[config.mk]
export PLATFORM = sky130hd
export DESIGN_NAME = gbf_queue
export DESIGN_NICKNAME = d
export VERILOG_FILES = /design/src/rtl/gbf_pkg.sv /design/src/rtl/gbf_queue.sv
export VERILOG_INCLUDE_DIRS = /design/src /design/src/rtl
export SDC_FILE = /design/constraint.sdc
export NUM_CORES = 1
export LEC_CHECK = 0
export BUFFER_PORTS_ARGS = -buffer_cell sky130_fd_sc_hd__buf_2
export CELL_PAD_IN_SITES_DETAIL_PLACEMENT = 2
export CELL_PAD_IN_SITES_GLOBAL_PLACEMENT = 2
export CORE_ASPECT_RATIO = 0.9
export CORE_MARGIN = 4
export CORE_UTILIZATION = 41
export CTS_CLUSTER_SIZE = 24
export DETAILED_ROUTE_END_ITERATION = 8
export MAX_ROUTING_LAYER = met4
export PLACE_DENSITY = 0.84
export SLEW_MARGIN = 10
export SYNTH_ARGS = -nofsm -noshare
export SYNTH_HDL_FRONTEND = slang
export SYNTH_SLANG_ARGS = --single-unit
[constraint.sdc]
create_clock -name clock -period 11.53 [get_ports clock]
set_clock_uncertainty 0.05 [all_clocks]
set_input_delay 1.153 -clock clock [delete_from_list [all_inputs] [get_ports clock]]
set_output_delay 1.153 -clock clock [all_outputs]
set_load 0.1 [all_outputs]
[src/rtl/assert_macros.svh]
// Assertion helpers shared by the RTL files.
// Each macro expands to a labeled concurrent assertion in simulation
// and to nothing in synthesis.
`ifndef ASSERT_MACROS_SVH
`define ASSERT_MACROS_SVH

`ifndef SYNTHESIS
`define ASSERT_PROP(lbl, clk, rst, prop, msg) \
   lbl: assert property (@(posedge clk) disable iff (rst) prop) else $error(msg);
`define ASSERT_NEVER(lbl, clk, rst, expr, msg) \
   lbl: assert property (@(posedge clk) disable iff (rst) !(expr)) else $error(msg);
`else
`define ASSERT_PROP(lbl, clk, rst, prop, msg)
`define ASSERT_NEVER(lbl, clk, rst, expr, msg)
`endif

`endif

[src/rtl/gbf_pkg.sv]
`timescale 1ns / 1ps
// ----------------------------------------------------------------------------
// gbf_pkg
// Shared constants, types and helpers of the bridge finder.
// ----------------------------------------------------------------------------
package gbf_pkg;

   localparam int MAX_V    = 64;                 // largest graph
   localparam int IDX_W    = $clog2(MAX_V);      // vertex index
   localparam int CNT_W    = IDX_W + 1;          // vertex count, 1..MAX_V
   localparam int ROW_W    = 64;                 // row_bits field width
   localparam int VID_W    = 7;                  // end_low / end_high width
   localparam int TOT_W    = 6;                  // bridge_total width
   localparam int LIST_D   = MAX_V - 1;          // bridge list depth
   localparam int LIST_AW  = $clog2(LIST_D);
   localparam int PDATA_W  = 32;
   localparam int PADDR_W  = 3;
   localparam logic [PADDR_W-1:0] REG_VERTEX_COUNT = 3'd0;
   localparam logic [CNT_W-1:0]   VC_RESET = CNT_W'(MAX_V);

   // One classified row on its way from the front to the back.
   typedef struct packed {
      logic             wr_en;
      logic [IDX_W-1:0] row_idx;
      logic [MAX_V-1:0] row_data;
      logic             last;
      logic [CNT_W-1:0] n;
   } entry_type;

   // Clamp a register value to 1..MAX_V.
   function automatic logic [CNT_W-1:0] eff_n(input logic [CNT_W-1:0] vc);
      logic [CNT_W-1:0] n;
      n = vc;
      if (vc == '0) n = CNT_W'(1);
      if (vc > CNT_W'(MAX_V)) n = CNT_W'(MAX_V);
      return n;
   endfunction

   // Bits below n set.
   function automatic logic [MAX_V-1:0] low_mask(input logic [CNT_W-1:0] n);
      logic [MAX_V-1:0] m;
      for (int j = 0; j < MAX_V; j++) m[j] = (CNT_W'(j) < n);
      return m;
   endfunction

endpackage

[src/rtl/gbf_queue.sv]
`timescale 1ns / 1ps
// ----------------------------------------------------------------------------
// gbf_queue
// Two-entry queue of classified rows between front and back.
// ----------------------------------------------------------------------------
module gbf_queue import gbf_pkg::*; (
   input  logic      clock,
   input  logic      reset,
   input  logic      push,
   input  entry_type push_entry,
   input  logic      pop,
   output entry_type head,
   output logic      full,
   output logic      empty
);
   entry_type  slot_ff [2];
   logic       wp_ff, wp_in, rp_ff, rp_in;
   logic [1:0] cnt_ff, cnt_in;

   assign full  = (cnt_ff == 2'd2);
   assign empty = (cnt_ff == 2'd0);
   assign head  = slot_ff[rp_ff];

   always_comb begin
      wp_in  = push ? !wp_ff : wp_ff;
      rp_in  = pop  ? !rp_ff : rp_ff;
      cnt_in = cnt_ff + 2'(push) - 2'(pop);
   end

   always_ff @(posedge clock) begin
      if (push) begin
         slot_ff[wp_ff] <= push_entry;
      end
      if (reset) begin
         wp_ff  <= 1'b0;
         rp_ff  <= 1'b0;
         cnt_ff <= 2'd0;
      end else begin
         wp_ff  <= wp_in;
         rp_ff  <= rp_in;
         cnt_ff <= cnt_in;
      end
   end

   `include "assert_macros.svh"
   `ASSERT_NEVER(a_q_overflow, clock, reset, push && full && !pop, "queue overflow")
   `ASSERT_NEVER(a_q_underflow, clock, reset, pop && empty, "queue underflow")
   `ASSERT_PROP(a_q_count, clock, reset, (push && !pop && !full) |=> !empty, "lost item")
endmodule

# --- Yosys cells after proc, flatten, opt, wreduce, memory -nomap -nowiden ---
# Memory sizes are Yosys's and may differ from the RTL's. A register that Yosys moved wholly into a read port is not among the register bits.
# Cells that the tools add are included.
totals:
  rom_bits: 0
  input_bits: 83
  mem_count: 1
  ramBits: 158
  latchBits: 0
  regBits: 4
classes:
  magnitude_cmp: 0
  shift: 0
  muxes: 4
  n_bitwise: 0
  eq_ne: 1
  div_mod_pow: 0
  n_addsub: 2
  n_mul: 0
  n_reduce_logical: 3
memory_table:
  columns: ["memory", "depth", "width", "read_ports", "rd_ports_with_merged_regs", "write_ports", "line_no", "source"]
  rows:
  - ["slot_ff", 2, 79, 1, 1, 1, "gbf_queue.sv:16", "entry_type slot_ff [2];"]
ops:
  columns: ["op", "count"]
  rows:
  - ["1-bit 2-to-1 mux", 4]
  - ["2-bit by 1-bit adder with 2-bit output", 1]
  - ["2-bit equality test, second input constant", 1]
  - ["1-bit zero test", 2]
  - ["2-bit zero test", 1]
  - ["2-bit by 1-bit subtractor with 2-bit output", 1]

# --- Depth between registers and ports, before layout ---
# Gate-level depths: netlist of run 1.
logic_depth:
  word_depth: 3
  ltp_mapped: 6
  ltp_nobuf: 6

# --- Worst setup path after synthesis of run 1 ---
# Ideal clock, no wire load.
synth_path:
  path_type: "input to register"
  start: "input push"
  end: "memory slot_ff[0][0] (netlist name), enable pin"
  slack_ps: 6346
  n_path_buf: 0
  setup_time_ps: 526
  path_stages: 1
  t_arrival_ps: 4608
  cell_sequence: "nor2b_1"
synth_between:
  elab_chain_len: 2
synth_rtl:
  columns: ["item", "line_no", "source"]
  rows:
  - ["from (decl)", "gbf_queue.sv:9", "input logic push,"]
  - ["1-bit 2-to-1 mux", "gbf_queue.sv:31", "if (push) begin"]
  - ["1-bit 2-to-1 mux (implied by the code)", "gbf_queue.sv:32", "slot_ff[wp_ff] <= push_entry;"]
  - ["to (decl)", "gbf_queue.sv:16", null]
# No other way between the ends.

==> results of run 1 <==
-- cell usage after synthesis --
| master | number | share of area [%] |
|---|---|---|
| edfxtp_1 | 158 | 80 |
| mux2_2 | 69 | 13 |
| mux2_4 | 10 | 2.5 |
| buf_2 | 6 | 0.50 |
| dfxtp_1 | 5 | 1.7 |
| nor2_1 | 5 | 0.32 |
| buf_6 | 3 | 0.57 |
| nor2b_1 | 3 | 0.32 |
| ha_1 | 2 | 0.42 |
| inv_1 | 2 | 0.13 |
| xnor2_1 | 2 | 0.29 |
| and2_1 | 1 | 0.11 |
| xnor3_1 | 1 | 0.38 |
-- sequential cells by signal (all words and copies together), names as in the netlist, named ones only --
signal / count
cnt_ff: 2
wp_ff: 1
rp_ff: 1
slot_ff: 158
-- placed cells by master (no fill, tap or decap), types with 3 or more instances in the layout --
| master | netlist | final |
|---|---|---|
| mux2_2 | 69 | 69 |
| edfxtp_1 | 158 | 158 |
| buf_2 | 6 | 163 |
| nor2_1 | 5 | 5 |
| clkinv_2 | 0 | 4 |
| mux2_4 | 10 | 10 |
| diode_2 | 0 | 3 |
| dfxtp_1 | 5 | 4 |
| clkbuf_1 | 0 | 4 |
| clkbuf_16 | 0 | 17 |
-- where the power goes --
group,switching (mW),total (mW),leakage [nW],internal [mW]
combinational,0.295,0.365,1.05,0.0706
clock,0.216,0.532,0.270,0.316
sequential,0.0235,0.716,1.53,0.693
total,0.534,1.61,2.84,1.08
-- through the flow --
stage | utilization [%] | std cells | hold WS [ps]
finish | 53.4 | 650 | 546
global placement | 49.4 | 615 | 442
global route | 53.3 | 649 | 593
CTS | 53.3 | 647 | 549
detailed placement | 49.4 | 615 | 474
floorplan | - | 267 | 430
-- layout make-up --
class | count | area, µm²
fillers | 1281 | 6580
well taps | 193 | 241
multi-input cells | 93 | 1050
diodes | 3 | 7.51
inverters | 2 | 7.51
clock inverters | 11 | 113
repair buffers | 164 | 823
flip-flops and latches | 163 | 4850
clock buffers | 21 | 440
-- worst max path at each step --
stage               startpoint  slack (ps)            end
global placement      register        8410       head[41]
CTS                   register        7920       head[62]
finish                register        8000       head[46]
detailed placement    register        8400       head[62]
floorplan                 push        6350  slot_ff[0][0]
global route          register        7860       head[18]
-- cells by family (layout without fill, tap and decap cells) --
logic type / after synthesis / after routing / share of synthesized area [%]
buffers and inverters: 11 / 198 / 1.20
and+or+nand+nor: 9 / 9 / 0.736
DFF: 163 / 163 / 81.4
xor gates and xnor gates: 3 / 3 / 0.673
adders and majority gates: 2 / 2 / 0.420
muxes: 79 / 79 / 15.6
other: 0 / 3 / 0
-- metal layers --
metal | vias to the layer above | track usage, %
met4 | 0 | 5.35
li1 | 1403 | -
met2 | 108 | 32.7
met3 | 13 | 6.35
met5 | - | -
met1 | 1573 | 19.3
==> out/metrics.csv, run 1 <==
metric,value,unit
Overflow after GRT,0,
GPL Wtd Cong,0.708,
Yosys cell types,13,
clk buf depth,2,
first-pass GRT wire length,21.3,mm
M1 WL,5.18,mm
worst vdd ir,184,µV
Synth Register Bits,163,
largest net degree at the start of global routing,80,
Register-to-Register Setup Slack,9700,ps
register area share after synthesis,81.4,%
worst hold-check path type,register to register,
setup TNS,0,ps
Root Buffer,clkbuf_16,
vias in the first global route,3549,
design area,7530,µm²
antenna violations before repair,2,
Slew @ Worst Pin,1130,ps
worst-path cell chain,mux2_2 > buf_2,
crit path launch type,register,
hold buffers post-CTS,0,
top sig layer,met4,
R2R cell count,1,
die area,16500,µm²
"CTS clk-pin slew, worst paths",60,ps
worst setup margin,8000,ps
layout cells sized above 1,59.9,%
DPL Wire Length,9.60,mm
Synth-to-Final Area Change,26.5,%
TritonCTS clock tree,yes,
Max-Cap Viols,0,
Vias per Instance,4.76,
PostCTS Resize Cnt,0,
WHS Path Cells,2,
syn avg cell area,22.3,µm²
Crit path buffers/inverters,1,
Pleak,2.84,nW
Mapped Area,5950,µm²
Die H,122,µm
worst r2r src,wp_ff,
status,"finished, final reports clean",
CP Depth,2,
metal2 WL,8.01,mm
H-tree depth,4,
crit path kind,register to output port,
unrepaired setup endpoints after global routing,false,
crit-path leading delay family,flip-flops,
fin nets,526,
Critical Path RT,10330,ps
FF-to-FF End,slot_ff[1][5],
CTS Buf Count,17,
Yosys Warn Count,0,
crit path DAT,2330,ps
DR vias,3097,
final WL,14.3,mm
Worst-Skew Late Latency,420,ps
Iter 0 DRT Violations,188,
max frequency,283,MHz
slowest CP cell,dfxtp_4,
# rows,41,
GRT Util Overall,18.3,%
Period minus WS final,3530,ps
Post-Synthesis Cells,267,
Slew Limit Fails,0,
TritonCTS Sinks,163,
core box area,14100,µm²
Met3 Routed Length,937,µm
cell area after placement,6970,µm²
PortBufs,163,
Tot Pwr,1.61,mW
Final Hold Fails,0,
CP peak stage delay,1110,ps
io pins,164,
setup repair bufs after CTS,0,
Die Wd,135,µm
routed len/inst,22.0,µm
Final setup violation count,0,
Max transition margin,24.8,%
dpl ws,8400,ps
pwr dens,214,nW/µm²
hold path start,rp_ff,
Post-Syn Nets,352,
DRC,0,
Tcrit/Tclk final,30.6,%
Pre-Repair DR Iteration Count,4,
Final ANT Viol Nets,0,
effective utilization at floorplan,42.2,%
CP max FO,79,
kind of end point of the critical path,output port,
No activity file was read; power rests on OpenSTA's default activity.
==> run 2, diff against run 1 <==
- ABC_AREA: default -> 1
- CORE_UTILIZATION: 41 -> 38
- PLACE_DENSITY: 0.84 -> 0.79
- clock period: 11.53 -> 3.5 ns (I/O delays scaled with it)
==> run 2 against run 1 <==
Total power increased to 3.2 times the previous value. Sequential share of layout area decreased by 0.30 points. Worst setup slack got worse by 7100 ps. Largest cell class unchanged.
==> out/metrics.csv, run 2 <==
metric,value,unit
status,"finished, final reports clean",
first-pass GRT wire length,20.8,mm
post-synth top area cell,edfxtp_1,
syn avg cell area,21.5,µm²
register area share after synthesis,81.3,%
Root Buffer,clkbuf_16,
grt met1 use,18.8,%
top-count cell post-synth,edfxtp_1,
PortBufs,163,
Final Hold Fails,0,
Die Wd,140,µm
"CTS clk-pin slew, worst paths",60,ps
CTS Buf Count,17,
GR peak layer,met2,
worst vdd ir,372,µV
Worst-Skew Late Latency,410,ps
Post-Syn Nets,362,
Clk pwr share,33.2,%
Final ANT Viol Nets,0,
Biggest register,slot_ff,
filler instances,1439,
share of the synthesized area in the top cell type,79.6,%
TritonCTS clock tree,yes,
Int Power,3.50,mW
crit path DAT,2150,ps
"commonest non-fill, non-tap cells in the layout","163 x buf_2, 158 x edfxtp_1, 69 x mux2_2, 17 x clkbuf_16, 10 x mux2_4",
Sw Share,31.9,%
Pre-Repair DR Iteration Count,4,
worst r2r src,wp_ff,
GPL Wtd Cong,0.725,
Flop pwr share,44.9,%
area of the multi-input gates,1030,µm²
"Async S/R FF share, synth",0,%
TritonCTS Sinks,163,
Max-Cap Viols,0,
effective utilization at floorplan,38.7,%
Synth-to-Final Area Change,26.9,%
final WL,13.7,mm
fin nets,539,
crit path launch type,register,
worst hold-check path type,input port to register,
hold path start,push_entry[27],
routed len/inst,20.6,µm
Slew Limit Fails,0,
DR vias,3126,
Pleak,2.87,nW
H-tree depth,4,
Synth Register Bits,163,
Period minus WS final,2550,ps
Slew @ Worst Pin,825,ps
Tcrit/Tclk final,72.9,%
Max transition margin,44.9,%
hold buffers post-CTS,0,
cell area after placement,7030,µm²
kind of end point of the critical path,output port,
setup TNS,0,ps
antenna violations before repair,1,
Logic pwr share,22.0,%
Yosys Warn Count,0,
Mapped Area,5960,µm²
Area contributors post-synth,"edfxtp_1 80%, mux2_2 13%, mux2_4 2.5%",
io pins,164,
met3 usage,5.84,%
core box area,15400,µm²
Main synth FF type,edfxtp_1,
storage element area,4850,µm²
Critical Path RT,3100,ps
DPL Wire Length,9.50,mm
Post-synth EDFFs,158,
met2 Track Usage GR,27.3,%
Die H,127,µm
Largest register FFs,158,
die area,17800,µm²
Top Registers,"slot_ff x158, cnt_ff x2",
synth cell count leaders,"158 x edfxtp_1, 69 x mux2_2, 10 x mux2_4, 8 x inv_1, 8 x nor2_1",
Post-Synthesis Cells,277,
pwr dens,680,nW/µm²
setup repair bufs after CTS,0,
Vias per Instance,4.69,
CP max FO,43,
max frequency,392,MHz
GRT Util Overall,16.3,%
Final setup violation count,0,
design area,7560,µm²
"most common cell after layout, fill and taps aside",buf_2,
Iter 0 DRT Violations,127,
Overflow after GRT,0,
crit path kind,register to output port,
unrepaired setup endpoints after global routing,false,
layout cells sized above 1,58.6,%
clk buf depth,2,
largest net degree at the start of global routing,55,
PostCTS Resize Cnt,0,
Yosys cell types,14,
# rows,43,
P_sw,1.64,mW
vias in the first global route,3513,
DRC,0,
## run 2: cell type report
type,count,share of cell area (%)
Antenna cell,1,0.0331
Multi-Input combinational cell,97,13.6
Tap cell,202,3.34
Inverter,8,0.414
Clock buffer,20,5.77
Sequential cell,163,64.1
Clock inverter,9,1.21
Timing Repair Buffer,167,11.5
## run 2: logic make-up (layout without fill, tap and decap cells)
group | Yosys count | in the layout | share of synthesized area, %
other cells | 0 | 1 | 0
buf+inv | 17 | 204 | 1.57
compound gates | 1 | 1 | 0.0839
flops | 163 | 163 | 81.3
xor+xnor | 1 | 1 | 0.147
fa+ha+maj | 2 | 2 | 0.420
simple gates | 14 | 14 | 0.924
mux | 79 | 79 | 15.6
## run 2: power groups by stage
stage / Clock, mW / Sequential, mW / Combinational, mW
floorplan: 0 / 2.32 / 0.955
global placement: 0 / 2.34 / 1.12
detailed placement: 0 / 2.35 / 1.14
CTS: 1.76 / 2.31 / 1.14
global route: 1.86 / 2.32 / 1.17
finish: 1.71 / 2.31 / 1.13
## run 2: path summary, 6_finish.rpt
kind / to / slack [ps] / cells after the start
setup / recovery: head[10] / 950 / 3
hold / removal: slot_ff[0][27] / 70 / 1
setup reg to reg: slot_ff[0][55] / 1710 / 2
hold reg to reg: register / 470 / 2
## run 2: critical path, stage by stage (launching register included)
cell	delay [ps]
dfxtp_4	690
buf_12	320
mux2_2	380
buf_2	290
## run 2: routing by layer
metal | wire, µm | up-vias
li1 | - | 1434
met1 | 5710 | 1580
met2 | 7130 | 100
met3 | 709 | 12
met4 | 157 | 0
met5 | 0 | -
## run 2: through the flow
step	hold slack, ps	setup WS, ps	instances	power [mW]	utilization [%]
final	67.8	948	667	5.15	49.1
after CTS	43.0	872	666	5.22	49.1
after floorplan	371	602	277	3.28	-
after global placement	452	1350	637	3.46	45.7
after global routing	37.6	800	667	5.35	49.1
after detailed placement	456	1340	637	3.49	45.7
==> run 3, diff against run 2 <==
- clock period: 3.5 -> 2.4 ns (I/O delays scaled with it)
==> run 3 against run 2 <==
Sequential share of layout area decreased by 7.0 points. First-iteration DRC count increased by 51%. Largest cell class unchanged. Cell count increased by 12%. Global-route usage increased by 2.7 points. Critical path depth unchanged. Total power increased by 58%. Die area unchanged. Register-to-register slack got worse by 1000 ps. Combinational power increased by 59%. Count of clock-buffer cells in the layout decreased by 3.
==> out/metrics.csv, run 3 (synthesized netlist as in run 2, its figures left out) <==
metric,value,unit
Root Buffer,clkbuf_16,
setup repair bufs after CTS,0,
Slew @ Worst Pin,627,ps
GPL Wtd Cong,0.716,
Tcrit/Tclk final,93.6,%
Iter 0 DRT Violations,192,
cell area after placement,7060,µm²
Critical Path RT,2110,ps
max frequency,445,MHz
Final ANT Viol Nets,0,
DRC,0,
first-pass GRT wire length,24.4,mm
crit path kind,register to output port,
Top Registers,"slot_ff x158, cnt_ff x2",
Overflow after GRT,0,
vias in the first global route,4064,
worst hold slack,28.4,ps
routed len/inst,21.4,µm
Synth-to-Final Area Change,42.5,%
status,"finished, final reports clean",
storage element area,4850,µm²
dpl ws,576,ps
area of the multi-input gates,1030,µm²
clk buf depth,2,
design area,8490,µm²
Diodes inserted,0,
CTS Buf Count,17,
antenna violations before repair,0,
WHS Path Cells,2,
crit path launch type,register,
Largest register FFs,158,
hold buffers post-CTS,79,
worst setup margin,154,ps
Die H,127,µm
worst hold-check path type,input port to register,
Tot Pwr,8.13,mW
DPL Wire Length,9.55,mm
CP max FO,35,
core box area,15400,µm²
kind of end point of the critical path,output port,
"commonest non-fill, non-tap cells in the layout","163 x buf_2, 158 x edfxtp_1, 79 x dlygate4sd3_1, 69 x mux2_2, 17 x clkbuf_16",
TritonCTS clock tree,yes,
Final setup violation count,0,
unrepaired setup endpoints after global routing,false,
DR vias,3466,
worst r2r src,wp_ff,
"most common cell after layout, fill and taps aside",buf_2,
Final Hold Fails,0,
pwr dens,958,nW/µm²
Die Wd,140,µm
Pleak,3.25,nW
PortBufs,163,
worst vdd ir,806,µV
TritonCTS Sinks,163,
die area,17800,µm²
Period minus WS final,2250,ps
Register-to-Register Setup Slack,680,ps
"CTS clk-pin slew, worst paths",60,ps
GRT Util Overall,19.0,%
placed cells,639,
setup TNS,0,ps
PostCTS Resize Cnt,0,
crit path DAT,1960,ps
largest net degree at the start of global routing,45,
Max transition margin,58.1,%
io pins,164,
Biggest register,slot_ff,
FF-to-FF End,slot_ff[1][68],
effective utilization at floorplan,38.7,%
Finished Core Util,55.2,%
final WL,16.0,mm
hold path start,reset,
# rows,43,
layout cells sized above 1,50.7,%
Max-Cap Viols,0,
Vias per Instance,4.63,
R2R cell count,3,
filler instances,1358,
Hold Path End,cnt_ff[0],
fin nets,620,
Slew Limit Fails,0,
fin cells,748,
H-tree depth,4,
Worst-Skew Late Latency,410,ps
Pre-Repair DR Iteration Count,4,
-- run 3: metal layers --
layer	vias to the layer above	part of all wire, %	GRT usage (%)
li1	1598	-	-
met1	1758	39	20.7
met2	102	57	35.3
met3	8	3.9	4.82
met4	0	0.58	3.76
met5	-	0	-
-- run 3: area by class of cell --
cell class | count | area share, %
well taps | 202 | 2.98
flip-flops and latches | 163 | 57.1
inverters | 8 | 0.398
multi-input cells | 97 | 12.1
clock buffers | 17 | 5.01
clock inverters | 13 | 2.53
repair buffers | 248 | 19.9
-- run 3: worst max-delay path: stages, from the launching register on --
cell and delay [ps]:
dfxtp_4 360, buf_4 440, mux2_2 410, buf_2 300
-- run 3: how the worst max path moves through the flow --
stage,startpoint,endpoint,slack (ps)
after global placement,register,head[26],610
after global routing,register,head[45],50
final,register,head[45],150
after CTS,register,head[26],120
after floorplan,wp_ff,slot_ff[1][0],370
after detailed placement,register,head[26],580
-- run 3: report_power, final --
| group | switching (mW) | internal [mW] | leakage (nW) | total [mW] |
|---|---|---|---|---|
| combinational | 1.39 | 0.406 | 1.42 | 1.80 |
| clock | 1.07 | 1.92 | 0.305 | 2.99 |
| sequential | 0.0513 | 3.30 | 1.53 | 3.35 |
