<file path="config.mk">
export PLATFORM = sky130hd
export DESIGN_NAME = gbf_front_flat
export DESIGN_NICKNAME = d
export VERILOG_FILES = /design/src/rtl/assert_macros.svh /design/src/rtl/gbf_pkg.sv /design/src/rtl/gbf_req_if.sv /design/src/rtl/gbf_front.sv /design/src/flat_wrapper.sv
export SDC_FILE = /design/constraint.sdc
export NUM_CORES = 1
export LEC_CHECK = 0
export BUFFER_PORTS_ARGS = -buffer_cell sky130_fd_sc_hd__buf_2
export CORE_MARGIN = 1
export CORE_UTILIZATION = 30
export DETAILED_ROUTE_END_ITERATION = 10
export SYNTH_ARGS = -nofsm -noshare
export SYNTH_HDL_FRONTEND = slang
export SYNTH_SLANG_ARGS = --single-unit
</file>
<file path="constraint.sdc">
create_clock -name clock -period 2 [get_ports clock]
set_input_delay 0.2 -clock clock [delete_from_list [all_inputs] [get_ports clock]]
set_output_delay 0.2 -clock clock [all_outputs]
set_load 0.01 [all_outputs]
</file>
<file path="src/rtl/assert_macros.svh">
// Assertion helpers shared by the RTL files.
// Each macro expands to a labeled concurrent assertion in simulation
// and to nothing in synthesis.
`ifndef ASSERT_MACROS_SVH
`define ASSERT_MACROS_SVH

`ifndef SYNTHESIS
`define ASSERT_PROP(lbl, clk, rst, prop, msg) \
   lbl: assert property (@(posedge clk) disable iff (rst) prop) else $error(msg);
`define ASSERT_NEVER(lbl, clk, rst, expr, msg) \
   lbl: assert property (@(posedge clk) disable iff (rst) !(expr)) else $error(msg);
`else
`define ASSERT_PROP(lbl, clk, rst, prop, msg)
`define ASSERT_NEVER(lbl, clk, rst, expr, msg)
`endif

`endif

</file>
<file path="src/rtl/gbf_pkg.sv">
`timescale 1ns / 1ps
// ----------------------------------------------------------------------------
// gbf_pkg
// Shared constants, types and helpers of the bridge finder.
// ----------------------------------------------------------------------------
package gbf_pkg;

   localparam int MAX_V    = 64;                 // largest graph
   localparam int IDX_W    = $clog2(MAX_V);      // vertex index
   localparam int CNT_W    = IDX_W + 1;          // vertex count, 1..MAX_V
   localparam int ROW_W    = 64;                 // row_bits field width
   localparam int VID_W    = 7;                  // end_low / end_high width
   localparam int TOT_W    = 6;                  // bridge_total width
   localparam int LIST_D   = MAX_V - 1;          // bridge list depth
   localparam int LIST_AW  = $clog2(LIST_D);
   localparam int PDATA_W  = 32;
   localparam int PADDR_W  = 3;
   localparam logic [PADDR_W-1:0] REG_VERTEX_COUNT = 3'd0;
   localparam logic [CNT_W-1:0]   VC_RESET = CNT_W'(MAX_V);

   // One classified row on its way from the front to the back.
   typedef struct packed {
      logic             wr_en;
      logic [IDX_W-1:0] row_idx;
      logic [MAX_V-1:0] row_data;
      logic             last;
      logic [CNT_W-1:0] n;
   } entry_type;

   // Clamp a register value to 1..MAX_V.
   function automatic logic [CNT_W-1:0] eff_n(input logic [CNT_W-1:0] vc);
      logic [CNT_W-1:0] n;
      n = vc;
      if (vc == '0) n = CNT_W'(1);
      if (vc > CNT_W'(MAX_V)) n = CNT_W'(MAX_V);
      return n;
   endfunction

   // Bits below n set.
   function automatic logic [MAX_V-1:0] low_mask(input logic [CNT_W-1:0] n);
      logic [MAX_V-1:0] m;
      for (int j = 0; j < MAX_V; j++) m[j] = (CNT_W'(j) < n);
      return m;
   endfunction

endpackage

</file>
<file path="src/rtl/gbf_req_if.sv">
`timescale 1ns / 1ps
// ----------------------------------------------------------------------------
// gbf_req_if
// Row channel: one adjacency row per item.
// ----------------------------------------------------------------------------
interface gbf_req_if import gbf_pkg::*; ();
   logic             valid;
   logic             ready;
   logic [ROW_W-1:0] row_bits;
   logic             row_last;

   modport source (output valid, row_bits, row_last, input ready);
   modport sink   (input valid, row_bits, row_last, output ready);
endinterface

</file>
<file path="src/rtl/gbf_front.sv">
`timescale 1ns / 1ps
// ----------------------------------------------------------------------------
// gbf_front
// Accepts rows, keeps the row count, masks each row to its upper triangle within the vertex count.
// ----------------------------------------------------------------------------
module gbf_front import gbf_pkg::*; (
   input  logic             clock,
   input  logic             reset,
   input  logic [CNT_W-1:0] vert_n,
   gbf_req_if.sink          req,
   input  logic             q_full,
   output logic             q_push,
   output entry_type        q_entry
);
   logic [CNT_W-1:0] rc_ff, rc_in;
   logic [MAX_V-1:0] keep;

   assign req.ready = !q_full;
   assign q_push    = req.valid && !q_full;

   always_comb begin
      for (int j = 0; j < MAX_V; j++) begin
         keep[j] = (CNT_W'(j) > rc_ff) && (CNT_W'(j) < vert_n);
      end
      q_entry.wr_en    = (rc_ff < vert_n);
      q_entry.row_idx  = rc_ff[IDX_W-1:0];
      q_entry.row_data = req.row_bits[MAX_V-1:0] & keep;
      q_entry.last     = req.row_last;
      q_entry.n        = vert_n;
   end

   always_comb begin
      rc_in = rc_ff;
      if (q_push) begin
         if (req.row_last) begin
            rc_in = '0;
         end else if (rc_ff < CNT_W'(MAX_V)) begin
            rc_in = rc_ff + CNT_W'(1);
         end
      end
   end

   always_ff @(posedge clock) begin
      if (reset) begin
         rc_ff <= '0;
      end else begin
         rc_ff <= rc_in;
      end
   end
endmodule

</file>
<file path="src/flat_wrapper.sv">
// flat-port wrapper written by rule: the top's interface ports become plain ports
module gbf_front_flat import gbf_pkg::*;
  (clock, reset, vert_n, q_full, q_push, q_entry, req_valid, req_row_bits, req_row_last, req_ready);
  gbf_req_if req_i ();
  input  logic clock;
  input  logic reset;
  input  logic [CNT_W-1:0] vert_n;
  input  logic q_full;
  output logic q_push;
  output entry_type q_entry;
  input wire logic [$bits(req_i.valid)-1:0] req_valid;
  input wire logic [$bits(req_i.row_bits)-1:0] req_row_bits;
  input wire logic [$bits(req_i.row_last)-1:0] req_row_last;
  output wire logic [$bits(req_i.ready)-1:0] req_ready;
  assign req_i.valid = req_valid;
  assign req_i.row_bits = req_row_bits;
  assign req_i.row_last = req_row_last;
  assign req_ready = req_i.ready;
  gbf_front u_core (.clock(clock), .reset(reset), .vert_n(vert_n), .req(req_i), .q_full(q_full), .q_push(q_push), .q_entry(q_entry));
endmodule
</file>
# [After elaboration in Yosys (flattened, before gate mapping)]
# Cells that the tools add are included.
[op_classes] bitwise_logic=1 magnitude_cmp=130 muxes=2 n_addsub=1 reduce_logical=68
[ops] op="6-bit by 7-bit > comparator with 1-bit output, first input constant" n=32
[ops] op="6-bit by 7-bit < comparator with 1-bit output, first input constant" n=32
[ops] op="5-bit by 7-bit > comparator with 1-bit output, first input constant" n=16
[ops] op="5-bit by 7-bit < comparator with 1-bit output, first input constant" n=16
[ops] op="1-bit logical AND" n=65
[ops] op="64-bit AND" n=1
[ops] op="4-bit by 7-bit > comparator with 1-bit output, first input constant" n=8
[ops] op="4-bit by 7-bit < comparator with 1-bit output, first input constant" n=8
[ops] op="3-bit by 7-bit > comparator with 1-bit output, first input constant" n=4
[ops] op="3-bit by 7-bit < comparator with 1-bit output, first input constant" n=4
[ops] op="1-bit by 7-bit > comparator with 1-bit output, first input constant" n=2
[ops] op="2-bit by 7-bit > comparator with 1-bit output, first input constant" n=2
[ops] op="1-bit by 7-bit < comparator with 1-bit output, first input constant" n=2
[ops] op="2-bit by 7-bit < comparator with 1-bit output, first input constant" n=2
[ops] op="7-bit 2-to-1 mux" n=2
[ops] op="7-bit by 1-bit adder with 7-bit output, second input constant" n=1
[ops] op="7-bit < comparator" n=1
[ops] op="7-bit < comparator, second input constant" n=1
[ops] op="2-bit AND reduction" n=1
[ops] op="2-bit nonzero test" n=1
[ops] op="1-bit zero test" n=1
[word_totals] register_bits=7 input_bits=76 word_cells=203

# [Longest topological paths before layout]
# Gate-level depths: netlist of run 1.
[depth] word_depth=3 depth_mapped=7 depth_no_buf=6

# [Least setup slack after synthesis of run 1]
# OpenSTA, ideal clock, no wires.
[synth_path] kind="register to output" start="register u_core.rc_ff[0]" end="output q_entry[30] in the netlist's numbering" t_arrival_ns=1.745 path_buffers=2 path_slack_ns=0.055 t_required_ns=1.800 path_stages_with_launch=8 path_cell_list="dfxtp_1 > clkbuf_1 > inv_1 > ha_1 > clkbuf_1 > o21ai_0 > nand2_1 > a211oi_1"
[synth_lines] item="from (decl)" line_no="gbf_front.sv:15" source="logic [CNT_W-1:0] rc_ff, rc_in;"
[synth_lines] item="from (signal assigned)" line_no="gbf_front.sv:47" source="rc_ff <= rc_in;"
[synth_lines] item="to (decl)" line_no="flat_wrapper.sv:10" source="output entry_type q_entry;"

==> flow_summary.toml, run 1 <==
[finish]
nFillCells = 800
final_cell_mix = "buf_2 (156), nor2_1 (39), o21ai_0 (38), nand2_1 (38), a21oi_1 (26)"
drive_above_1_share_pct = 44.5
antenna_cells = 0
mostFrequentLayoutCell = "buf_2"
max_flop_register = "u_core.rc_ff"
largest_reg_flops = 7
area.growth.synth_to_final_pct = 47.0
nets = 595
reg_top3 = "u_core.rc_ff x7"
fin_util_pct = 45.6

[power]
intPower_uw = 495
pwr-share-clk_pct = 23.9
swShare_pct = 42.1
seqPwrFrac_pct = 16.5
power_density_nw_per_um2 = 259
total_power_uw = 855
leakagePower_uw = 0.00160
power_frac_comb_pct = 59.6
switchingPower_uw = 360
vdd_drop_max_mv = 0.188

[critical_path]
startpoint_type = "flop"
cp_max_fo = 10
r2r.worst_path.cells = 5
arrival_ps = 1770
critPathBufInv = 1
path_delay_family = "simple AND/OR/NAND/NOR gates"
cp.required_ps = 1800
cpPeakStageDelay_ps = 390
critPathSlowestCell = "or2_2"
critical_path_class = "flop to primary output"
crit_path_end_kind = "primary output"
crit_path_end = "q_entry[10]"
path_cells = "or2_2 > nor2_1 > nand4_1 > a21oi_1 > buf_2"
critPathLaunch = "u_core.rc_ff[6]"
timing.rr.end = "u_core.rc_ff[5]"
cp.depth = 5
reg2reg_from = "u_core.rc_ff[3]"
r2r_setup_slack_ps = 460

[drt]
vias = 3605
drc = 0
first_pass_iters = 5
drtAntennaViolNets = 0
drtIter0Drc = 372
wl_per_cell_um = 19.1
vias_per_cell = 5.94
drt-total-wl_mm = 11.6

[status]
status = "finished, final reports clean"

[timing]
slew_headroom_pct = 70.6
rsz0062_at_grt = "true"
fin_crit_sh_pct = 98.7
slew_viol_final = 0
fmax_mhz = 506
hold_viol = 0
period_needed_ps = 1970
setup_violations = 0
finalWorstSetupSlack_ps = 25.0
tightest_slew_ps = 437
clock_skew_ps = 5.23
final.setup.tns_ps = 0

[cts]
cts.sinks = 7
cts_setup_buffers = 0
tritoncts = "done"
clock_path_buffers = 2
ctsHtreeMaxLevel = 1
cts_buffers = 3
cts_root_buf = "clkbuf_8"
insertion_delay_ps = 230
clk_pin_slew_ps = 40

[grt]
antenna_found_initial = 0
first_global_vias = 3295
grtUsageTotal_pct = 28.7
grt_max_degree = 31
grt_first_pass_wirelength_mm = 17.1
grt_overflow_total = 0

[die]
die_h_um = 88.6
rows = 31
core_region_area_sq_um = 7250
die-area_sq_um = 7840
die_w_um = 88.6
initial_utilization_pct = 31.0
io_pins = 157

[logic_synthesis]
synth_nets = 451
synth_cells = 365
synth_edf_count = 0
ys.warnings.count = 0
ys_types = 58
syn_avg_cell_area_sq_um = 6.16
synth.yosys.seq_area_share_pct = 6.23
synth-seq-cells = 7
ys.flop_type = "dfxtp_1"
syn_area_sq_um = 2250
synthArstFlopShare_pct = 0

[placed_design]
io_buffer_count = 156
dp_slack_ps = 49.0
dpl.hpwl_mm = 9.05
place_congestion = 0.980

[run]
maxCapViolCount = 0

[worst_hold_path]
hp-class = "primary input to flop"
power groups by stage:
stage               Clock, uW  Sequential, uW  Combinational, uW
floorplan                   0             145                260
global placement            0             145                488
detailed placement          0             145                487
CTS                       208             141                494
global route              217             141                556
finish                    205             141                509
stage by stage:
stage | hold slack (ps) | instances | cell area (sq um)
floorplan | 269 | 365 | 2250
global placement | 470 | 603 | 3110
detailed placement | 473 | 603 | 3110
CTS | 222 | 607 | 3200
global route | 247 | 607 | 3310
finish | 229 | 607 | 3310
worst register-to-register path, stage by stage (launching register included):
cell	delay, ps
dfxtp_2	420
buf_4	270
nand2_1	180
nor2_2	220
a31oi_1	120
a211oi_1	240
per-layer routing:
metal  global-route usage (%)  part of all wire [%]  up-vias
met5                        0                     0        -
met4                     9.82                   3.0        0
met3                     3.82                    11       36
met1                     38.7                    40     1680
li1                         -                     -     1635
met2                     46.7                    46      254
worst min-delay path by stage:
stage / depth (start not counted) / to / slack [ps] / from
after floorplan: 1 / u_core.rc_ff[4] / 270 / reset
after global placement: 2 / u_core.rc_ff[4] / 470 / reset
after detailed placement: 2 / u_core.rc_ff[2] / 470 / reset
after CTS: 2 / u_core.rc_ff[2] / 220 / reset
after global routing: 2 / u_core.rc_ff[0] / 250 / reset
final: 2 / u_core.rc_ff[2] / 230 / reset
cell families (layout without fill, tap and decap cells):
family                   Yosys count  in the layout  synth area share (%)
AND/OR/NAND/NOR                  159            159                  35.3
AO/OA/AOI/OAI                    129            129                  38.2
buffers and inverters             59            202                  14.2
adder cells (fa/ha/maj)           10             10                  5.56
flip-flops                         7              7                  6.23
multiplexers                       1              1                 0.445
synthesized netlist by cell type, types with 2 or more instances:
master | number | area, sq um
clkbuf_1 | 8 | 30.0
nor2_2 | 3 | 18.8
o311a_1 | 2 | 20.0
o211a_1 | 2 | 20.0
buf_4 | 18 | 135
nand2b_1 | 3 | 18.8
buf_2 | 16 | 80.1
nand3_1 | 14 | 70.1
and4_1 | 5 | 43.8
nor3_1 | 13 | 65.1
and2_1 | 4 | 25.0
o21ai_0 | 41 | 205
nor2_1 | 42 | 158
nand2_1 | 38 | 143
nor2b_1 | 4 | 25.0
o221ai_1 | 7 | 61.3
a211oi_1 | 4 | 30.0
a31oi_1 | 5 | 31.3
nor4_1 | 5 | 31.3
o22ai_1 | 2 | 12.5
inv_1 | 13 | 48.8
or2_2 | 3 | 18.8
o2111a_1 | 7 | 78.8
ha_1 | 10 | 125
nand4_1 | 6 | 37.5
nand3b_1 | 2 | 15.0
and3_1 | 7 | 43.8
or3_1 | 3 | 18.8
a21oi_1 | 27 | 135
clkbuf_2 | 2 | 10.0
o211ai_1 | 8 | 60.1
o21a_1 | 3 | 22.5
a311oi_1 | 2 | 17.5
a21o_1 | 5 | 37.5
dfxtp_1 | 7 | 140
a221oi_1 | 2 | 17.5
area by class of cell:
cell class                 instances  area, sq um  share of cell area, %
multi-input combinational        299         1920                   57.9
tap                               99          124                   3.75
clock buffer                       3         41.3                   1.25
clock inverter                     1         5.00                  0.151
timing repair buffer             184         1010                   30.6
inverter                          14         56.3                   1.70
sequential                         7          153                   4.62
timing repair:
item / 4_1_cts / 5_1_grt
pin swaps: 1 / 4
endpoints found under the hold margin: 0 / 0
hold buffers: 0 / 0
setup endpoints to repair: 32 / 42
resized for setup: 15 / 27
Power figures use the tool's default switching activity.
==> run 2, diff against run 1 <==
==> constraint.sdc (replaced) <==
create_clock -name clock -period 2 [get_ports clock]
set_input_delay 0.4 -clock clock [delete_from_list [all_inputs] [get_ports clock]]
set_output_delay 0.4 -clock clock [all_outputs]
set_load 0.01 [all_outputs]
==> flow_summary.toml, run 2 (synthesis results as in run 1) <==
[critical_path]
critPathSlowestCell = "or3_4"
cpPeakStageDelay_ps = 430
cp.required_ps = 1600
critPathBufInv = 1
cp_max_fo = 6
startpoint_type = "flop"
critical_path_class = "flop to primary output"
r2r.worst_path.cells = 9
path_cells = "or3_4 > a311oi_4 > o211ai_1 > nor2_1 > buf_2"
arrival_ps = 1690
reg2reg_from = "u_core.rc_ff[0]"
crit_path_end_kind = "primary output"
cp.depth = 5
critPathLaunch = "u_core.rc_ff[2]"
path_delay_family = "simple AND/OR/NAND/NOR gates"

[finish]
finalNonFillerCells = 704
reg_top3 = "u_core.rc_ff x7"
largest_reg_flops = 7
drive_above_1_share_pct = 68.6
antenna_cells = 0
final_area_sq_um = 4820
nets = 692
final_cell_mix = "buf_2 (151), buf_4 (103), nor2_1 (30), o21ai_0 (25)"
max_flop_register = "u_core.rc_ff"
mostFrequentLayoutCell = "buf_2"
area.growth.synth_to_final_pct = 115

[power]
vdd_drop_max_mv = 0.184
switchingPower_uw = 414
seqPwrFrac_pct = 13.6
intPower_uw = 575
swShare_pct = 41.8
pwr-share-clk_pct = 20.9
power_density_nw_per_um2 = 205
total_power_uw = 989
power_frac_comb_pct = 65.4
leakagePower_uw = 0.00228

[timing]
rsz0062_at_grt = "true"
slew_viol_final = 0
tightest_slew_ps = 363
finalWorstSetupSlack_ps = -91.7
hold_viol = 0
slew_headroom_pct = 75.6
clock_skew_ps = 5.67
setup_violations = 26
final.setup.tns_ps = -944
fmax_mhz = 478
fin_crit_sh_pct = 105
period_needed_ps = 2090

[grt]
grtUsageMet3_pct = 3.73
antenna_found_initial = 0
grt_overflow_total = 0
met1_usage_pct = 40.3
grt_first_pass_wirelength_mm = 18.5
grt_max_degree = 18
grtUsageMet2_pct = 52.3
grt_busiest_layer = "met2"
first_global_vias = 3586
grtUsageTotal_pct = 31.1

[placed_design]
placed_area_sq_um = 3560
io_buffer_count = 156
dp.cells = 664
dpl.hpwl_mm = 9.74
place_congestion = 0.929

[status]
status = "finished, violations left"
violations = "negative setup slack"

[die]
rows = 31
core_region_area_sq_um = 7250
die_w_um = 88.6
die-area_sq_um = 7840
initial_utilization_pct = 31.0
die_h_um = 88.6
io_pins = 157

[drt]
vias_per_cell = 5.89
first_pass_iters = 6
drtIter0Drc = 341
drc = 0
drtAntennaViolNets = 0
vias = 4147
drt-total-wl_mm = 14.1
wl_per_cell_um = 20.0

[worst_hold_path]
hold_depth = 2
min-delay-start = "reset"
hp-class = "primary input to flop"

[cts]
cts_root_buf = "clkbuf_8"
cts_buffers = 3
tritoncts = "done"
clk_pin_slew_ps = 40
cts.sinks = 7
cts_hold_buffers = 0
clock_path_buffers = 2
ctsHtreeMaxLevel = 1
insertion_delay_ps = 230

[run]
maxCapViolCount = 0
run 2: cell count changes in the layout (fill, tap and decap cells not counted), sizes merged:
cell / before / now
buf: 184 / 280
clkbuf: 3 / 4
clkinvlp: 1 / 0
or3: 4 / 5
run 2: final cells by class:
| type | count | area [sq um] |
|---|---|---|
| clock buffers | 4 | 45.0 |
| inverters | 14 | 53.8 |
| multi-input cells | 300 | 2580 |
| fillers | 583 | 2430 |
| repair buffers | 280 | 1860 |
| well taps | 99 | 124 |
| flip-flops and latches | 7 | 166 |
run 2: per-stage QoR:
step                      setup slack [ps]  hold slack [ps]  utilization, %
after floorplan                      -9.85              469               -
after global placement               -99.5              652            49.1
after detailed placement             -44.5              662            49.1
after CTS                            -81.4              415            55.8
after global routing                  -141              440            66.5
final                                -91.7              429            66.5
run 2: per-layer routing:
metal | up-vias | share of wire (%)
met1 | 1893 | 38
li1 | 1829 | -
met2 | 336 | 46
met4 | 0 | 5.8
met5 | - | 0
met3 | 89 | 10
run 2: what timing repair did:
item / 4_1_cts / 5_1_grt
gates cloned: 1 / 1
pin swaps: 18 / 47
endpoints found under the setup margin: 65 / 60
resized for setup: 98 / 136
buffers inserted: 13 / 24
run 2: power groups by stage:
stage | combinational (uW) | sequential, uW | clock, uW
finish | 647 | 135 | 207
global route | 692 | 135 | 215
CTS | 558 | 136 | 205
detailed placement | 532 | 146 | 0
global placement | 532 | 145 | 0
floorplan | 261 | 145 | 0
run 2: worst paths after layout:
kind                      to  slack (ps)
max              q_entry[48]         -90
min          u_core.rc_ff[4]         430
max reg2reg  u_core.rc_ff[3]         330
min reg2reg  u_core.rc_ff[4]         730
==> run 3, diff against run 2 <==
--- a/config.mk
+++ b/config.mk
@@ -5,6 +5,7 @@
 export SDC_FILE = /design/constraint.sdc
 export NUM_CORES = 1
 export LEC_CHECK = 0
+export ABC_AREA = 1
 export BUFFER_PORTS_ARGS = -buffer_cell sky130_fd_sc_hd__buf_2
 export CORE_MARGIN = 1
 export CORE_UTILIZATION = 30
==> flow_summary.toml, run 3 <==
[status]
status = "finished, final reports clean"

[die]
core_region_area_sq_um = 8260
rows = 33
initial_utilization_pct = 31.2
io_pins = 157
die_h_um = 94.7
die_w_um = 94.7
die-area_sq_um = 8970

[finish]
fin_util_pct = 51.2
drive_above_1_share_pct = 45.3
largest_reg_flops = 7
nFillCells = 930
area.growth.synth_to_final_pct = 64.0
final_cell_mix = "buf_2 (155), nand2_1 (132), nor2_1 (88), buf_4 (63), inv_1 (48)"
nets = 814
mostFrequentLayoutCell = "buf_2"
max_flop_register = "u_core.rc_ff"
reg_top3 = "u_core.rc_ff x7"
antenna_cells = 0

[timing]
setup_violations = 0
tightest_slew_ps = 489
finalWorstSetupSlack_ps = 12.0
fmax_mhz = 503
slew_viol_final = 0
fin_hold_ws_ps = 360
clock_skew_ps = 1.28
rsz0062_at_grt = "true"
final.setup.tns_ps = 0
period_needed_ps = 1990
hold_viol = 0
slew_headroom_pct = 67.4
fin_crit_sh_pct = 99.4

[logic_synthesis]
synth_edf_count = 0
syn_avg_cell_area_sq_um = 4.98
synth_cells = 518
synth.yosys.seq_area_share_pct = 5.44
ys_top_cells_by_area = "nand2_1 (21%), nor2_1 (15%), nand3_1 (8.3%)"
synth.top_cell.area_share_pct = 20.8
synth.most_common_cell = "nand2_1"
ys.flop_type = "dfxtp_1"
synthArstFlopShare_pct = 0
synth-seq-cells = 7
synth_nets = 604
yosysTopAreaCell = "nand2_1"
ys_types = 31
ys.warnings.count = 0
syn_area_sq_um = 2580
synth_common_cells = "nand2_1 (143), nor2_1 (103), inv_1 (57)"

[grt]
antenna_found_initial = 0
grt_overflow_total = 0
grt_max_degree = 13
grtUsageTotal_pct = 29.5
grt_first_pass_wirelength_mm = 19.9
first_global_vias = 3820

[drt]
vias_per_cell = 5.07
drt-total-wl_mm = 13.5
vias = 4221
wl_per_cell_um = 16.3
first_pass_iters = 5
drc = 0
drtAntennaViolNets = 0
drtIter0Drc = 297

[critical_path]
r2r_setup_slack_ps = 580
critPathMostFrequentCell = "inv_2"
path_delay_family = "simple AND/OR/NAND/NOR gates"
cpPeakStageDelay_ps = 360
path_cells = "inv_2 > buf_4 > nand2_8 > nor2_8 > inv_2 > o21ai_2 > nand2_1 > nor2_1 > buf_2"
crit_path_end_kind = "primary output"
cp.required_ps = 1600
critPathBufInv = 4
startpoint_type = "flop"
cp.depth = 9
r2r.worst_path.cells = 8
critical_path_class = "flop to primary output"
arrival_ps = 1590
cp_max_fo = 8
critPathSlowestCell = "dfxtp_4"

[power]
power_density_nw_per_um2 = 219
leakagePower_uw = 0.00243
vdd_drop_max_mv = 0.230
total_power_uw = 927

[cts]
ctsHtreeMaxLevel = 1
clk_pin_slew_ps = 40
cts_buffers = 3
cts.sinks = 7
clock_path_buffers = 2
insertion_delay_ps = 230
cts_root_buf = "clkbuf_8"
tritoncts = "done"

[placed_design]
io_buffer_count = 156
place_congestion = 0.991
dpl.hpwl_mm = 11.4
dp_slack_ps = 68.5

[run]
maxCapViolCount = 0

[worst_hold_path]
hp-class = "primary input to flop"
hold_depth = 2
## run 3: kinds of logic after synthesis
| family | Yosys count | synth area share, % |
|---|---|---|
| adder cells (fa/ha/maj) | 10 | 4.85 |
| flip-flops | 7 | 5.44 |
| AO/OA/AOI/OAI | 62 | 12.9 |
| AND/OR/NAND/NOR | 348 | 60.2 |
| buffers and inverters | 91 | 16.7 |
## run 3: stage by stage
step                instance area [sq um]  instances
floorplan                            2580        518
global placement                     3770        815
detailed placement                   3770        815
CTS                                  3900        820
global route                         4230        832
finish                               4230        832
## run 3: worst paths after layout
path                                       from               to
worst max register to register  u_core.rc_ff[0]  u_core.rc_ff[4]
worst min register to register  u_core.rc_ff[0]  u_core.rc_ff[0]
worst max-delay path            u_core.rc_ff[5]      q_entry[17]
worst min-delay path                      reset  u_core.rc_ff[1]
## run 3: report_power, final
| part | internal, uW | switching (uW) | leakage [uW] |
|---|---|---|---|
| clock | 138 | 60.3 | 0.0000228 |
| sequential | 135 | 3.68 | 0.0000618 |
| combinational | 256 | 333 | 0.00234 |
| total | 530 | 397 | 0.00243 |
## run 3: timing repair
item                                    in CTS  in global routing
resized for setup                           30                 71
buffers inserted                             1                 12
endpoints found under the setup margin      55                 55
hold buffers                                 0                  0
pin swaps                                    3                 13
## run 3: routing by layer
metal	vias to the layer above	GRT usage, %	share of wire, %
met5	-	0	0
met4	0	9.97	2.9
met3	31	3.62	6.5
met2	197	49.4	46
met1	1928	38.6	44
li1	2065	-	-
## run 3: area by class of cell
| type | count | area [sq um] | area share, % |
|---|---|---|---|
| Inverter | 68 | 280 | 6.63 |
| Tap cell | 105 | 131 | 3.11 |
| Sequential cell | 7 | 164 | 3.88 |
| Timing Repair Buffer | 228 | 1380 | 32.5 |
| Multi-Input combinational cell | 420 | 2230 | 52.8 |
| Clock buffer | 4 | 45.0 | 1.07 |
